--- config.mk ---
export PLATFORM = sky130hd
export DESIGN_NAME = bounded_param_adaptation_top
export DESIGN_NICKNAME = d
export VERILOG_FILES = /design/src/hw/rtl/bpa_pkg.sv /design/src/hw/rtl/bounded_param_adaptation_top.sv
export SDC_FILE = /design/constraint.sdc
export NUM_CORES = 1
export LEC_CHECK = 0
export BUFFER_PORTS_ARGS = -buffer_cell sky130_fd_sc_hd__buf_2
export CELL_PAD_IN_SITES_DETAIL_PLACEMENT = 2
export CELL_PAD_IN_SITES_GLOBAL_PLACEMENT = 2
export CORE_MARGIN = 2
export CORE_UTILIZATION = 42
export CTS_CLUSTER_SIZE = 40
export DETAILED_ROUTE_END_ITERATION = 16
export PLACE_DENSITY_LB_ADDON = 0.3
export SKIP_LAST_GASP = 1
export SLEW_MARGIN = 25
export SYNTH_ARGS = -nofsm -noshare
export SYNTH_HDL_FRONTEND = slang
export SYNTH_SLANG_ARGS = --single-unit
--- constraint.sdc ---
create_clock -name clk -period 8.75 [get_ports clk]
set_input_delay 0.875 -clock clk [delete_from_list [all_inputs] [get_ports clk]]
set_output_delay 0.875 -clock clk [all_outputs]
set_load 0.05 [all_outputs]
--- src/hw/rtl/bpa_pkg.sv ---
// Shared types and constants for the bounded parameter adaptation block.
package bpa_pkg;

	typedef enum logic [1:0] {
		CMD_EVAL   = 2'd0,
		CMD_APPLY  = 2'd1,
		CMD_REINIT = 2'd2,
		CMD_NOP    = 2'd3
	} cmd_t;

	typedef enum logic [2:0] {
		ACT_NONE      = 3'd0,
		ACT_ROLLBACK  = 3'd1,
		ACT_TIMING_UP = 3'd2,
		ACT_TIMING_DN = 3'd3,
		ACT_DUTY_UP   = 3'd4,
		ACT_DUTY_DN   = 3'd5,
		ACT_RAMP_UP   = 3'd6,
		ACT_RAMP_DN   = 3'd7
	} action_t;

	typedef enum logic [2:0] {
		REG_MIN_CONFIDENCE     = 3'd0,
		REG_MAX_FAILURES       = 3'd1,
		REG_MAX_ROLLBACKS      = 3'd2,
		REG_TIMING_MIN         = 3'd3,
		REG_TIMING_MAX         = 3'd4,
		REG_INITIAL_DUTY_PCT   = 3'd5,
		REG_INITIAL_RAMP_ACCEL = 3'd6,
		REG_UNUSED             = 3'd7
	} reg_index_t;

	// Register reset values
	localparam logic [7:0]  MIN_CONFIDENCE_RST     = 8'd128;
	localparam logic [3:0]  MAX_FAILURES_RST       = 4'd3;
	localparam logic [3:0]  MAX_ROLLBACKS_RST      = 4'd3;
	localparam logic [4:0]  TIMING_MIN_RST         = 5'd0;
	localparam logic [4:0]  TIMING_MAX_RST         = 5'd15;
	localparam logic [6:0]  INITIAL_DUTY_PCT_RST   = 7'd5;
	localparam logic [15:0] INITIAL_RAMP_ACCEL_RST = 16'd5000;

	// Tuning limits, duty in half-percent units
	localparam logic [7:0]  DUTY_MIN_HALF = 8'd4;
	localparam logic [7:0]  DUTY_MAX_HALF = 8'd30;
	localparam logic [15:0] RAMP_STEP     = 16'd500;
	localparam logic [15:0] RAMP_MIN      = 16'd1000;
	localparam logic [15:0] RAMP_MAX      = 16'd20000;

	// Metric thresholds: miss rate as a fraction of 65536
	localparam logic [15:0] MISS_HIGH     = 16'd16384;
	localparam logic [15:0] MISS_LOW_MAX  = 16'd3276;
	localparam logic [7:0]  CONF_HIGH     = 8'd220;
	localparam logic [7:0]  DESYNC_LIMIT  = 8'd2;
	localparam logic [3:0]  COUNT_MAX     = 4'd15;

endpackage

--- src/hw/rtl/bounded_param_adaptation_top.sv ---
// Top level of the bounded parameter adaptation block.
//
// Usage: one item enters on the s_ group (s_tuser carries the command, s_tdata the
// sample metrics and an explicit action) and produces exactly one result item on
// the m_ group: the action chosen, whether it was applied, the lock flag and the
// current timing advance, startup duty and ramp acceleration after the step.
// The accepted item is held in an input register, the decision, counter updates
// and clamping are resolved in one short combinational pass, and the outcome
// lands in the result register at the same edge as the tuning state; from there
// it is shown on the m_ group. One item per cycle is taken while the receiver
// takes results; the state loop is a single register-to-register pass.
// Reset (arst_n low) loads the register defaults, the tuning values from the
// initial duty and ramp defaults with timing at zero, clears the counters and the
// lock. When the receiver stalls, the result register holds, the input register
// holds its item, and s_tready drops only once both are full.
// Configuration writes via cfg_we/cfg_index/cfg_data take effect at once and
// do not reload the tuning values; a reinitialise command (cmd 2) does that.
module bounded_param_adaptation_top (
	input  logic        clk,
	input  logic        arst_n,
	// Configuration write port
	input  logic        cfg_we,
	input  logic [2:0]  cfg_index,
	input  logic [15:0] cfg_data,
	// Input items
	input  logic        s_tvalid,
	output logic        s_tready,
	input  logic [39:0] s_tdata,  // [7:0] confidence, [23:8] zc_miss_rate,
	                              // [31:24] desync_recoveries, [34:32] action_in, rest 0
	input  logic [1:0]  s_tuser,  // [1:0] cmd
	// Result items
	output logic        m_tvalid,
	input  logic        m_tready,
	output logic [39:0] m_tdata   // [2:0] action_taken, [3] applied, [4] locked,
	                              // [9:5] timing_advance, [17:10] startup_duty_half,
	                              // [33:18] ramp_accel, rest 0
);

	// Configuration registers
	logic [7:0]  min_confidence_q;
	logic [3:0]  max_failures_q;
	logic [3:0]  max_rollbacks_q;
	logic [4:0]  timing_min_q;
	logic [4:0]  timing_max_q;
	logic [6:0]  initial_duty_pct_q;
	logic [15:0] initial_ramp_accel_q;

	// Tuning state
	logic [4:0]  timing_now_q, timing_saved_q;
	logic [7:0]  duty_now_q, duty_saved_q;
	logic [15:0] ramp_now_q, ramp_saved_q;
	logic [3:0]  failure_count_q, rollback_count_q;
	logic        lock_q;

	// Input register
	logic        valid_s1;
	logic [1:0]  cmd_s1;
	logic [7:0]  conf_s1;
	logic [15:0] miss_s1;
	logic [7:0]  desync_s1;
	logic [2:0]  action_in_s1;

	// Result register
	logic        valid_s2;
	logic [2:0]  action_s2;
	logic        applied_s2;
	logic        locked_s2;
	logic [4:0]  timing_s2;
	logic [7:0]  duty_s2;
	logic [15:0] ramp_s2;

	logic advance;
	logic accept;

	// Next-state values from the combinational pass
	logic [4:0]  timing_nx, timing_sav_nx;
	logic [7:0]  duty_nx, duty_sav_nx;
	logic [15:0] ramp_nx, ramp_sav_nx;
	logic [3:0]  fail_nx, roll_nx;
	logic        lock_nx;
	logic [2:0]  act;
	logic        done;

	// The item in s1 moves on when the result register is free or being taken
	assign advance  = valid_s1 && (!valid_s2 || m_tready);
	assign s_tready = !valid_s1 || advance;
	assign accept   = s_tvalid && s_tready;

	assign m_tvalid = valid_s2;
	assign m_tdata  = {6'd0, ramp_s2, duty_s2, timing_s2, locked_s2, applied_s2, action_s2};

	always_ff @(posedge clk or negedge arst_n) begin
		if (!arst_n) begin
			min_confidence_q     <= bpa_pkg::MIN_CONFIDENCE_RST;
			max_failures_q       <= bpa_pkg::MAX_FAILURES_RST;
			max_rollbacks_q      <= bpa_pkg::MAX_ROLLBACKS_RST;
			timing_min_q         <= bpa_pkg::TIMING_MIN_RST;
			timing_max_q         <= bpa_pkg::TIMING_MAX_RST;
			initial_duty_pct_q   <= bpa_pkg::INITIAL_DUTY_PCT_RST;
			initial_ramp_accel_q <= bpa_pkg::INITIAL_RAMP_ACCEL_RST;
		end else if (cfg_we) begin
			unique case (bpa_pkg::reg_index_t'(cfg_index))
				bpa_pkg::REG_MIN_CONFIDENCE:     min_confidence_q     <= cfg_data[7:0];
				bpa_pkg::REG_MAX_FAILURES:       max_failures_q       <= cfg_data[3:0];
				bpa_pkg::REG_MAX_ROLLBACKS:      max_rollbacks_q      <= cfg_data[3:0];
				bpa_pkg::REG_TIMING_MIN:         timing_min_q         <= cfg_data[4:0];
				bpa_pkg::REG_TIMING_MAX:         timing_max_q         <= cfg_data[4:0];
				bpa_pkg::REG_INITIAL_DUTY_PCT:   initial_duty_pct_q   <= cfg_data[6:0];
				bpa_pkg::REG_INITIAL_RAMP_ACCEL: initial_ramp_accel_q <= cfg_data;
				default: ;
			endcase
		end
	end

	// Input register: hold the item until the pass can run on it
	always_ff @(posedge clk or negedge arst_n) begin
		if (!arst_n) begin
			valid_s1 <= 1'b0;
		end else if (s_tready) begin
			valid_s1 <= s_tvalid;
		end
	end

	always_ff @(posedge clk) begin
		if (accept) begin
			cmd_s1       <= s_tuser;
			conf_s1      <= s_tdata[7:0];
			miss_s1      <= s_tdata[23:8];
			desync_s1    <= s_tdata[31:24];
			action_in_s1 <= s_tdata[34:32];
		end
	end

	// Decision and update pass
	always_comb begin
		logic [5:0]  t_inc;
		logic [4:0]  t_dec;
		logic [8:0]  d_inc;
		logic [7:0]  d_dec;
		logic [16:0] r_inc;
		logic [15:0] r_dec;
		logic [4:0]  t_cl;
		logic [7:0]  d_cl;
		logic [15:0] r_cl;
		logic        run;

		timing_nx     = timing_now_q;
		duty_nx       = duty_now_q;
		ramp_nx       = ramp_now_q;
		timing_sav_nx = timing_saved_q;
		duty_sav_nx   = duty_saved_q;
		ramp_sav_nx   = ramp_saved_q;
		fail_nx       = failure_count_q;
		roll_nx       = rollback_count_q;
		lock_nx       = lock_q;
		act           = bpa_pkg::ACT_NONE;
		done          = 1'b0;
		run           = 1'b0;
		t_cl          = timing_now_q;
		d_cl          = duty_now_q;
		r_cl          = ramp_now_q;

		t_inc = {1'b0, timing_now_q} + 6'd1;
		t_dec = timing_now_q - 5'd1;
		d_inc = {1'b0, duty_now_q} + 9'd1;
		d_dec = duty_now_q - 8'd1;
		r_inc = {1'b0, ramp_now_q} + {1'b0, bpa_pkg::RAMP_STEP};
		r_dec = ramp_now_q - bpa_pkg::RAMP_STEP;

		case (bpa_pkg::cmd_t'(cmd_s1))
			bpa_pkg::CMD_EVAL: begin
				run = 1'b1;
				if (lock_q) begin
					act = bpa_pkg::ACT_NONE;
				end else if (conf_s1 < {1'b0, min_confidence_q[7:1]}) begin
					// Failure: count it, lock when the limit is hit, ask for rollback
					if (failure_count_q < bpa_pkg::COUNT_MAX)
						fail_nx = failure_count_q + 4'd1;
					if (fail_nx >= max_failures_q)
						lock_nx = 1'b1;
					act = bpa_pkg::ACT_ROLLBACK;
				end else if (conf_s1 < min_confidence_q) begin
					act = bpa_pkg::ACT_NONE;
				end else begin
					fail_nx = 4'd0;
					if (miss_s1 > bpa_pkg::MISS_HIGH && timing_now_q > timing_min_q)
						act = bpa_pkg::ACT_TIMING_DN;
					else if (miss_s1 <= bpa_pkg::MISS_LOW_MAX && conf_s1 > bpa_pkg::CONF_HIGH
						&& timing_now_q < timing_max_q)
						act = bpa_pkg::ACT_TIMING_UP;
					else if (desync_s1 > bpa_pkg::DESYNC_LIMIT)
						act = bpa_pkg::ACT_DUTY_UP;
					else
						act = bpa_pkg::ACT_NONE;
				end
			end
			bpa_pkg::CMD_APPLY: begin
				run = 1'b1;
				act = action_in_s1;
			end
			bpa_pkg::CMD_REINIT: begin
				timing_nx     = 5'd0;
				duty_nx       = {initial_duty_pct_q, 1'b0};
				ramp_nx       = initial_ramp_accel_q;
				timing_sav_nx = 5'd0;
				duty_sav_nx   = {initial_duty_pct_q, 1'b0};
				ramp_sav_nx   = initial_ramp_accel_q;
				fail_nx       = 4'd0;
				roll_nx       = 4'd0;
				lock_nx       = 1'b0;
			end
			default: ;
		endcase

		// Candidate clamped values for each step direction
		case (bpa_pkg::action_t'(act))
			bpa_pkg::ACT_TIMING_UP: begin
				if (t_inc < {1'b0, timing_min_q})      t_cl = timing_min_q;
				else if (t_inc > {1'b0, timing_max_q}) t_cl = timing_max_q;
				else                                   t_cl = t_inc[4:0];
			end
			bpa_pkg::ACT_TIMING_DN: begin
				if (timing_now_q == 5'd0)      t_cl = timing_min_q;
				else if (t_dec < timing_min_q) t_cl = timing_min_q;
				else if (t_dec > timing_max_q) t_cl = timing_max_q;
				else                           t_cl = t_dec;
			end
			bpa_pkg::ACT_DUTY_UP: begin
				if (d_inc < {1'b0, bpa_pkg::DUTY_MIN_HALF})      d_cl = bpa_pkg::DUTY_MIN_HALF;
				else if (d_inc > {1'b0, bpa_pkg::DUTY_MAX_HALF}) d_cl = bpa_pkg::DUTY_MAX_HALF;
				else                                             d_cl = d_inc[7:0];
			end
			bpa_pkg::ACT_DUTY_DN: begin
				if (duty_now_q == 8'd0)                  d_cl = bpa_pkg::DUTY_MIN_HALF;
				else if (d_dec < bpa_pkg::DUTY_MIN_HALF) d_cl = bpa_pkg::DUTY_MIN_HALF;
				else if (d_dec > bpa_pkg::DUTY_MAX_HALF) d_cl = bpa_pkg::DUTY_MAX_HALF;
				else                                     d_cl = d_dec;
			end
			bpa_pkg::ACT_RAMP_UP: begin
				if (r_inc < {1'b0, bpa_pkg::RAMP_MIN})      r_cl = bpa_pkg::RAMP_MIN;
				else if (r_inc > {1'b0, bpa_pkg::RAMP_MAX}) r_cl = bpa_pkg::RAMP_MAX;
				else                                        r_cl = r_inc[15:0];
			end
			bpa_pkg::ACT_RAMP_DN: begin
				if (ramp_now_q < bpa_pkg::RAMP_STEP)  r_cl = bpa_pkg::RAMP_MIN;
				else if (r_dec < bpa_pkg::RAMP_MIN)   r_cl = bpa_pkg::RAMP_MIN;
				else if (r_dec > bpa_pkg::RAMP_MAX)   r_cl = bpa_pkg::RAMP_MAX;
				else                                  r_cl = r_dec;
			end
			default: ;
		endcase

		// Apply the chosen action unless locked (lock includes one just raised)
		if (run && !lock_nx && act != bpa_pkg::ACT_NONE) begin
			if (act == bpa_pkg::ACT_ROLLBACK) begin
				if (rollback_count_q >= max_rollbacks_q) begin
					lock_nx = 1'b1;
				end else begin
					timing_nx = timing_saved_q;
					duty_nx   = duty_saved_q;
					ramp_nx   = ramp_saved_q;
					if (rollback_count_q < bpa_pkg::COUNT_MAX)
						roll_nx = rollback_count_q + 4'd1;
					done = 1'b1;
				end
			end else begin
				// Save last-known-good, then step
				timing_sav_nx = timing_now_q;
				duty_sav_nx   = duty_now_q;
				ramp_sav_nx   = ramp_now_q;
				timing_nx     = t_cl;
				duty_nx       = d_cl;
				ramp_nx       = r_cl;
				done          = 1'b1;
			end
		end
	end

	// State update, in step with the result register
	always_ff @(posedge clk or negedge arst_n) begin
		if (!arst_n) begin
			timing_now_q     <= 5'd0;
			duty_now_q       <= {bpa_pkg::INITIAL_DUTY_PCT_RST, 1'b0};
			ramp_now_q       <= bpa_pkg::INITIAL_RAMP_ACCEL_RST;
			timing_saved_q   <= 5'd0;
			duty_saved_q     <= {bpa_pkg::INITIAL_DUTY_PCT_RST, 1'b0};
			ramp_saved_q     <= bpa_pkg::INITIAL_RAMP_ACCEL_RST;
			failure_count_q  <= 4'd0;
			rollback_count_q <= 4'd0;
			lock_q           <= 1'b0;
		end else if (advance) begin
			timing_now_q     <= timing_nx;
			duty_now_q       <= duty_nx;
			ramp_now_q       <= ramp_nx;
			timing_saved_q   <= timing_sav_nx;
			duty_saved_q     <= duty_sav_nx;
			ramp_saved_q     <= ramp_sav_nx;
			failure_count_q  <= fail_nx;
			rollback_count_q <= roll_nx;
			lock_q           <= lock_nx;
		end
	end

	// Result register: hold while the receiver stalls
	always_ff @(posedge clk or negedge arst_n) begin
		if (!arst_n) begin
			valid_s2 <= 1'b0;
		end else if (!valid_s2 || m_tready) begin
			valid_s2 <= valid_s1;
		end
	end

	always_ff @(posedge clk) begin
		if (advance) begin
			action_s2  <= act;
			applied_s2 <= done;
			locked_s2  <= lock_nx;
			timing_s2  <= timing_nx;
			duty_s2    <= duty_nx;
			ramp_s2    <= ramp_nx;
		end
	end

endmodule

Word level (Yosys, flattened, before mapping)
Cells that the tools add are included.
{ "op_classes": {"n_addsub": 8, "eq_ne": 17, "reduce_logical": 27, "n_lt_le_gt_ge": 25, "n_mux": 69} }
{ "ops": {"columns": ["operator", "count"], "rows": [
  ["2-to-1 mux 16 bit", 12],
  ["2-to-1 mux 8 bit", 12],
  ["2-to-1 mux 5 bit", 12],
  ["2-to-1 mux 4 bit", 12],
  ["greater-than comparator 16 x 15 -> 1 bit (second input constant)", 2],
  ["case mux 16 bit (2 select lines)", 1],
  ["== test 3 bit (second input constant)", 7],
  ["2-to-1 mux 3 bit", 6],
  ["adder 16 x 9 -> 17 bit (second input constant)", 1],
  ["greater-than comparator 17 x 15 -> 1 bit (second input constant)", 1],
  ["< comparator 17 x 10 -> 1 bit (second input constant)", 1],
  ["less-or-equal comparator 16 x 12 -> 1 bit (second input constant)", 1],
  ["< comparator 16 x 10 -> 1 bit (second input constant)", 1],
  ["< comparator 16 x 9 -> 1 bit (second input constant)", 1],
  ["case mux 8 bit (2 select lines)", 1],
  ["subtractor 16 x 9 -> 16 bit (second input constant)", 1],
  ["AND reduction 2 bit", 7],
  ["== test 3 x 2 -> 1 bit (second input constant)", 4],
  ["greater-than comparator 5 bit", 2],
  ["< comparator 5 bit", 2],
  ["case mux 5 bit (2 select lines)", 1],
  ["adder 8 x 1 -> 9 bit (second input constant)", 1],
  ["greater-than comparator 9 x 5 -> 1 bit (second input constant)", 1],
  ["< comparator 9 x 3 -> 1 bit (second input constant)", 1],
  ["34 further kinds", 55]
]} }
{ "totals": {"word_cells": 175, "inputBits": 66, "ff_bits": 189} }

Logic depth before layout (Yosys ltp)
{ "logic_depth": {"word_depth": 14, "mapped_depth": 16, "mapped_depth_nobuf": 13} }

Least setup slack after synthesis
Ideal clock, no wire load.
{ "synth_timing": {"path_kind": "register to register", "startpoint": "reg timing_now_q[0]", "endpoint": "reg timing_s2[2] (data pin)", "setup_time_ns": 0.256, "slack_ns": 5.320, "n_path_buf": 1, "stages_incl_launch_ff": 14, "t_arrival_ns": 3.174, "cell_sequence": "dfrtp_1 -> clkbuf_1 -> inv_1 -> ha_1 -> ha_1 -> nor2b_1 -> o21a_1 -> o21a_1 -> o21a_1 -> o311ai_1 -> o21ai_0 -> nor2_1 -> o31ai_1 -> a22o_1"} }
{ "synth_between": {"elab_chain_cells": 12, "word_cells_on_any_way": 30, "classes_between": "add/sub: 2; order compare: 6; eq/ne: 3; mux: 14; reduce/logical: 5"} }
{ "synth_lines": {"columns": ["element", "line", "source"], "rows": [
  ["start, declared", "bounded_param_adaptation_top.sv:49", "logic [4:0] timing_now_q, timing_saved_q;"],
  ["start signal, assigned", "bounded_param_adaptation_top.sv:292", "timing_now_q <= timing_nx;"],
  ["< comparator 5 bit", "bounded_param_adaptation_top.sv:189", "&& timing_now_q < timing_max_q)"],
  ["logical AND 1 bit", "bounded_param_adaptation_top.sv:189", null],
  ["2-to-1 mux 3 bit", "bounded_param_adaptation_top.sv:188", "else if (miss_s1 <= bpa_pkg::MISS_LOW_MAX && conf_s1 > bpa_pkg::CONF_HIGH"],
  ["2-to-1 mux 3 bit", "bounded_param_adaptation_top.sv:186", "if (miss_s1 > bpa_pkg::MISS_HIGH && timing_now_q > timing_min_q)"],
  ["2-to-1 mux 3 bit", "bounded_param_adaptation_top.sv:182", "end else if (conf_s1 < min_confidence_q) begin"],
  ["2-to-1 mux 3 bit", "bounded_param_adaptation_top.sv:175", "end else if (conf_s1 < {1'b0, min_confidence_q[7:1]}) begin"],
  ["2-to-1 mux 3 bit", "bounded_param_adaptation_top.sv:173", "if (lock_q) begin"],
  ["case mux 3 bit (2 select lines)", "bounded_param_adaptation_top.sv:170", "case (bpa_pkg::cmd_t'(cmd_s1))"],
  ["== test 3 x 2 -> 1 bit", "bounded_param_adaptation_top.sv:216", "case (bpa_pkg::action_t'(act))"],
  ["case mux 5 bit (2 select lines)", "bounded_param_adaptation_top.sv:216", null],
  ["2-to-1 mux 5 bit", "bounded_param_adaptation_top.sv:255", "if (act == bpa_pkg::ACT_ROLLBACK) begin"],
  ["2-to-1 mux 5 bit *", "bounded_param_adaptation_top.sv:254", "if (run && !lock_nx && act != bpa_pkg::ACT_NONE) begin"],
  ["net timing_nx[2]", "bounded_param_adaptation_top.sv:76", "logic [4:0] timing_nx, timing_sav_nx;"],
  ["end signal, assigned", "bounded_param_adaptation_top.sv:318", "timing_s2 <= timing_nx;"],
  ["end, declared", "bounded_param_adaptation_top.sv:68", "logic [4:0] timing_s2;"]
]} }
The timed path passes the listed nets; every way through them passes the cells marked *.
A chain may end at the register's enable or synchronous reset.

Final worst setup path
{ "layout_timing": {"startpoint": "reg timing_now_q[2]", "endpoint": "reg ramp_now_q[4]"} }
{ "layout_between": {"elab_chain_cells": 12, "word_cells_on_any_way": 18, "classes_between": "order compare: 2; eq/ne: 3; mux: 9; reduce/logical: 4"} }
{ "layout_lines": {"columns": ["element", "line", "source"], "rows": [
  ["< comparator 5 bit", "bounded_param_adaptation_top.sv:189", null],
  ["logical AND 1 bit", "bounded_param_adaptation_top.sv:189", null],
  ["2-to-1 mux 3 bit", "bounded_param_adaptation_top.sv:188", null],
  ["2-to-1 mux 3 bit *", "bounded_param_adaptation_top.sv:186", null],
  ["2-to-1 mux 3 bit *", "bounded_param_adaptation_top.sv:182", null],
  ["2-to-1 mux 3 bit *", "bounded_param_adaptation_top.sv:175", null],
  ["2-to-1 mux 3 bit *", "bounded_param_adaptation_top.sv:173", null],
  ["case mux 3 bit (2 select lines) *", "bounded_param_adaptation_top.sv:170", null],
  ["== test 3 bit", "bounded_param_adaptation_top.sv:216", null],
  ["case mux 16 bit (2 select lines)", "bounded_param_adaptation_top.sv:216", null],
  ["2-to-1 mux 16 bit", "bounded_param_adaptation_top.sv:255", null],
  ["2-to-1 mux 16 bit *", "bounded_param_adaptation_top.sv:254", null],
  ["end signal, assigned", "bounded_param_adaptation_top.sv:284", "ramp_now_q <= bpa_pkg::INITIAL_RAMP_ACCEL_RST;"],
  ["end signal, assigned", "bounded_param_adaptation_top.sv:294", "ramp_now_q <= ramp_nx;"],
  ["end, declared", "bounded_param_adaptation_top.sv:51", "logic [15:0] ramp_now_q, ramp_saved_q;"]
]} }
Mark *: on every way between the ends. The rest lies on a longest branch, timed or not.

==> impl_metrics.json <==
{
  "clock-sinks": 189,
  "path_max_fanout": 16,
  "antenna_found_initial": 0,
  "via_per_inst": 6.331,
  "die_area_um2": 29640,
  "grt_max_degree": 45,
  "dp_hpwl_mm": 29.94,
  "core_um2": 27780,
  "root_buffer": "clkbuf_16",
  "required_ps": 9120,
  "async_reset_ff_frac": 0.6243,
  "cpMostUsedCell": "a21oi_1",
  "cts_tree": "done",
  "fin_crit_ps": 5186,
  "maxCapViolations": 0,
  "dr.pass1.iters": 5,
  "yosys_warnings": 0,
  "fin_crit_sh": 0.5927,
  "grt-ovfl-total": 0,
  "ant_nets": 0,
  "slew_violations": 0,
  "post_synth_main_area_contributors": "dfrtp_1 (19%), edfxtp_1 (18%), dfstp_2 (6.6%)",
  "row_count": 61,
  "hold_viol": 0,
  "slew_headroom": 0.3148,
  "finalNetCount": 1395,
  "numCtsBuffers": 17,
  "port_buffers": 96,
  "finalClockSkew_ps": 13.40,
  "ys_ff_latch": 189,
  "wl_per_cell_um": 26.12,
  "post_cts_buffers": 0,
  "grt_setup_unrepaired": "no",
  "gp_congestion": 0.9103,
  "n_antenna_cell": 0,
  "critPathLaunchType": "flop",
  "first_global_vias": 11660,
  "yosysUniqueCellTypes": 101,
  "fill_cells": 2957,
  "ys_seq_area_frac": 0.4313,
  "hp-class": "in -> async",
  "clk_pin_slew_ps": 80,
  "cts-resized-gates": 0,
  "slowest_delay_ps": 840,
  "cp_cell_sequence": "ha_1, a21oi_1, a21oi_1, o211ai_1, o31ai_1, nor2_2, inv_1, nor3_2, a2111oi_0, or3_1, a41oi_2",
  "layout-drive-gt1-share": 0.2064,
  "start_util": 0.4275,
  "cts.htree.levels": 4,
  "cts.path.max_buffers": 2,
  "worst_slew_pin_slew_ps": 1025,
  "syn_inst": 1223,
  "yosys.area.top_type_share": 0.1854,
  "ir_worst_vdd_mv": 0.1315,
  "yosysTopAreaCell": "dfrtp_1",
  "status": "completed",
  "ios": 108,
  "drtIter0Drc": 740,
  "postCtsHoldBufs": 0,
  "max_freq_mhz": 192.8,
  "ys.flop_type": "dfrtp_1",
  "avgSynthCellArea_um2": 9.712,
  "via_count": 10522,
  "endpoint_kind": "flop",
  "placed_cells": 1630,
  "grt_pass1_wl_mm": 68.11,
  "totalWireLength_mm": 43.41,
  "drc_errors": 0,
  "worst_path_max_delay_cell": "nor3_2",
  "crit_arrival_ps": 5560,
  "final.setup.tns_ps": 0,
  "area_growth_pct": 10.90,
  "grt_usage": 0.3047,
  "synth_edf_count": 71,
  "setup_viol": 0,
  "power-per-cell-area_nw_per_um2": 305.4,
  "p_leak_nw": 5.291,
  "die_h_um": 172.2,
  "die_x_um": 172.2,
  "critical_path_class": "reg -> reg",
  "syn_area_um2": 11880,
  "worst_skew_pair.late_latency_ps": 460,
  "final_cells": 1662
}
## per-stage QoR
stage / hold WS, ps / instance area, um2 / total power, mW / util / setup WS [ps]
after floorplan: 457.2 / 11900 / 2.649 / - / 5320
after global routing: 394.8 / 13170 / 4.263 / 0.4741 / 3349
after detailed placement: 486.2 / 12570 / 3.159 / 0.4525 / 3851
after global placement: 484.5 / 12570 / 3.051 / 0.4524 / 3966
final: 376.1 / 13170 / 4.024 / 0.4741 / 3564
after CTS: 400.2 / 13170 / 4.017 / 0.4741 / 3685
## synthesized netlist by cell type, types with 10 or more instances
cell type	number
nand2_1	107
nor2_1	95
dfrtp_1	88
o21ai_0	75
a21oi_1	73
edfxtp_1	71
ha_1	58
clkbuf_1	46
inv_1	42
mux2_2	40
o22ai_1	35
dfstp_2	30
nand3_1	28
nand2b_1	22
nor3_1	20
a211oi_1	19
a22oi_1	19
buf_2	19
a22o_1	14
o211ai_1	14
xnor2_1	14
o21a_1	13
a21o_1	12
a31oi_1	11
nor2b_1	11
and3_1	10
mux2i_1	10
or3_1	10
xor2_1	10
## power breakdown
group	internal [mW]	total (mW)	switching, mW	leakage [nW]
clock	0.413	0.827	0.414	0.293
combinational	0.627	1.69	1.07	2.90
sequential	1.17	1.50	0.335	2.09
## metal layers
layer | GRT usage | vias to the layer above | routed length [um]
li1 | - | 4668 | -
met1 | 0.3882 | 5444 | 18530
met2 | 0.5212 | 314 | 21480
met3 | 0.04829 | 96 | 1896
met4 | 0.1166 | 0 | 1504
met5 | 0 | - | 0
## flip-flops by register name, summed over array words and instances (netlist names), 7 cells and up
signal / flops
conf_s1: 8
desync_s1: 8
ramp_now_q: 16
miss_s1: 16
initial_ramp_accel_q: 16
min_confidence_q: 8
duty_saved_q: 8
ramp_s2: 16
duty_now_q: 8
initial_duty_pct_q: 7
duty_s2: 8
ramp_saved_q: 16
## final cells by class
type                       count  area (um2)  share of cell area
multi-input combinational    908        6208              0.4713
sequential                   189        5122              0.3889
timing repair buffer         113       610.6             0.04635
tap                          378       473.0             0.03590
clock buffer                  19       432.9             0.03286
clock inverter                13       167.7             0.01273
inverter                      42       157.7             0.01197
## worst paths after layout
| check | from | end | slack (ps) | cells past startpoint |
|---|---|---|---|---|
| max reg2reg | timing_now_q[2] | ramp_now_q[4] | 3560 | 11 |
| max in group asynchronous | arst_n | min_confidence_q[2] | 6710 | 3 |
| min | arst_n | rollback_count_q[0] | 380 | 1 |
| min reg2reg | valid_s1 | m_tvalid | 510 | 1 |
| min in group clk | valid_s1 | m_tvalid | 510 | 1 |
| max | timing_now_q[2] | ramp_now_q[4] | 3560 | 11 |
## cells by family after synthesis
group / synth area share
compound gates: 0.2303
simple gates: 0.1622
flops: 0.4313
buf+inv: 0.04951
fa+ha+maj: 0.06110
mux: 0.04761
xor+xnor: 0.01770
other cells: 0.0003157
## critical path: cells and delay by family, from the launching register on
kind                       cells  cell delay [ps]
DFF                            1              690
AOI/OAI and AO/OA              6             1440
adders and majority gates      1              360
and+or+nand+nor                3             1970
buffers and inverters          1              630
## placed cells by master (no fill, tap or decap), types with 35 or more instances in the layout
cell type	count
o22ai_1	35
edfxtp_1	71
mux2_2	40
buf_2	95
nor2_1	95
dfrtp_1	88
nand2_1	107
o21ai_0	75
inv_1	41
a21oi_1	73
ha_1	58
Note: power is estimated with default switching activity, not from simulation.
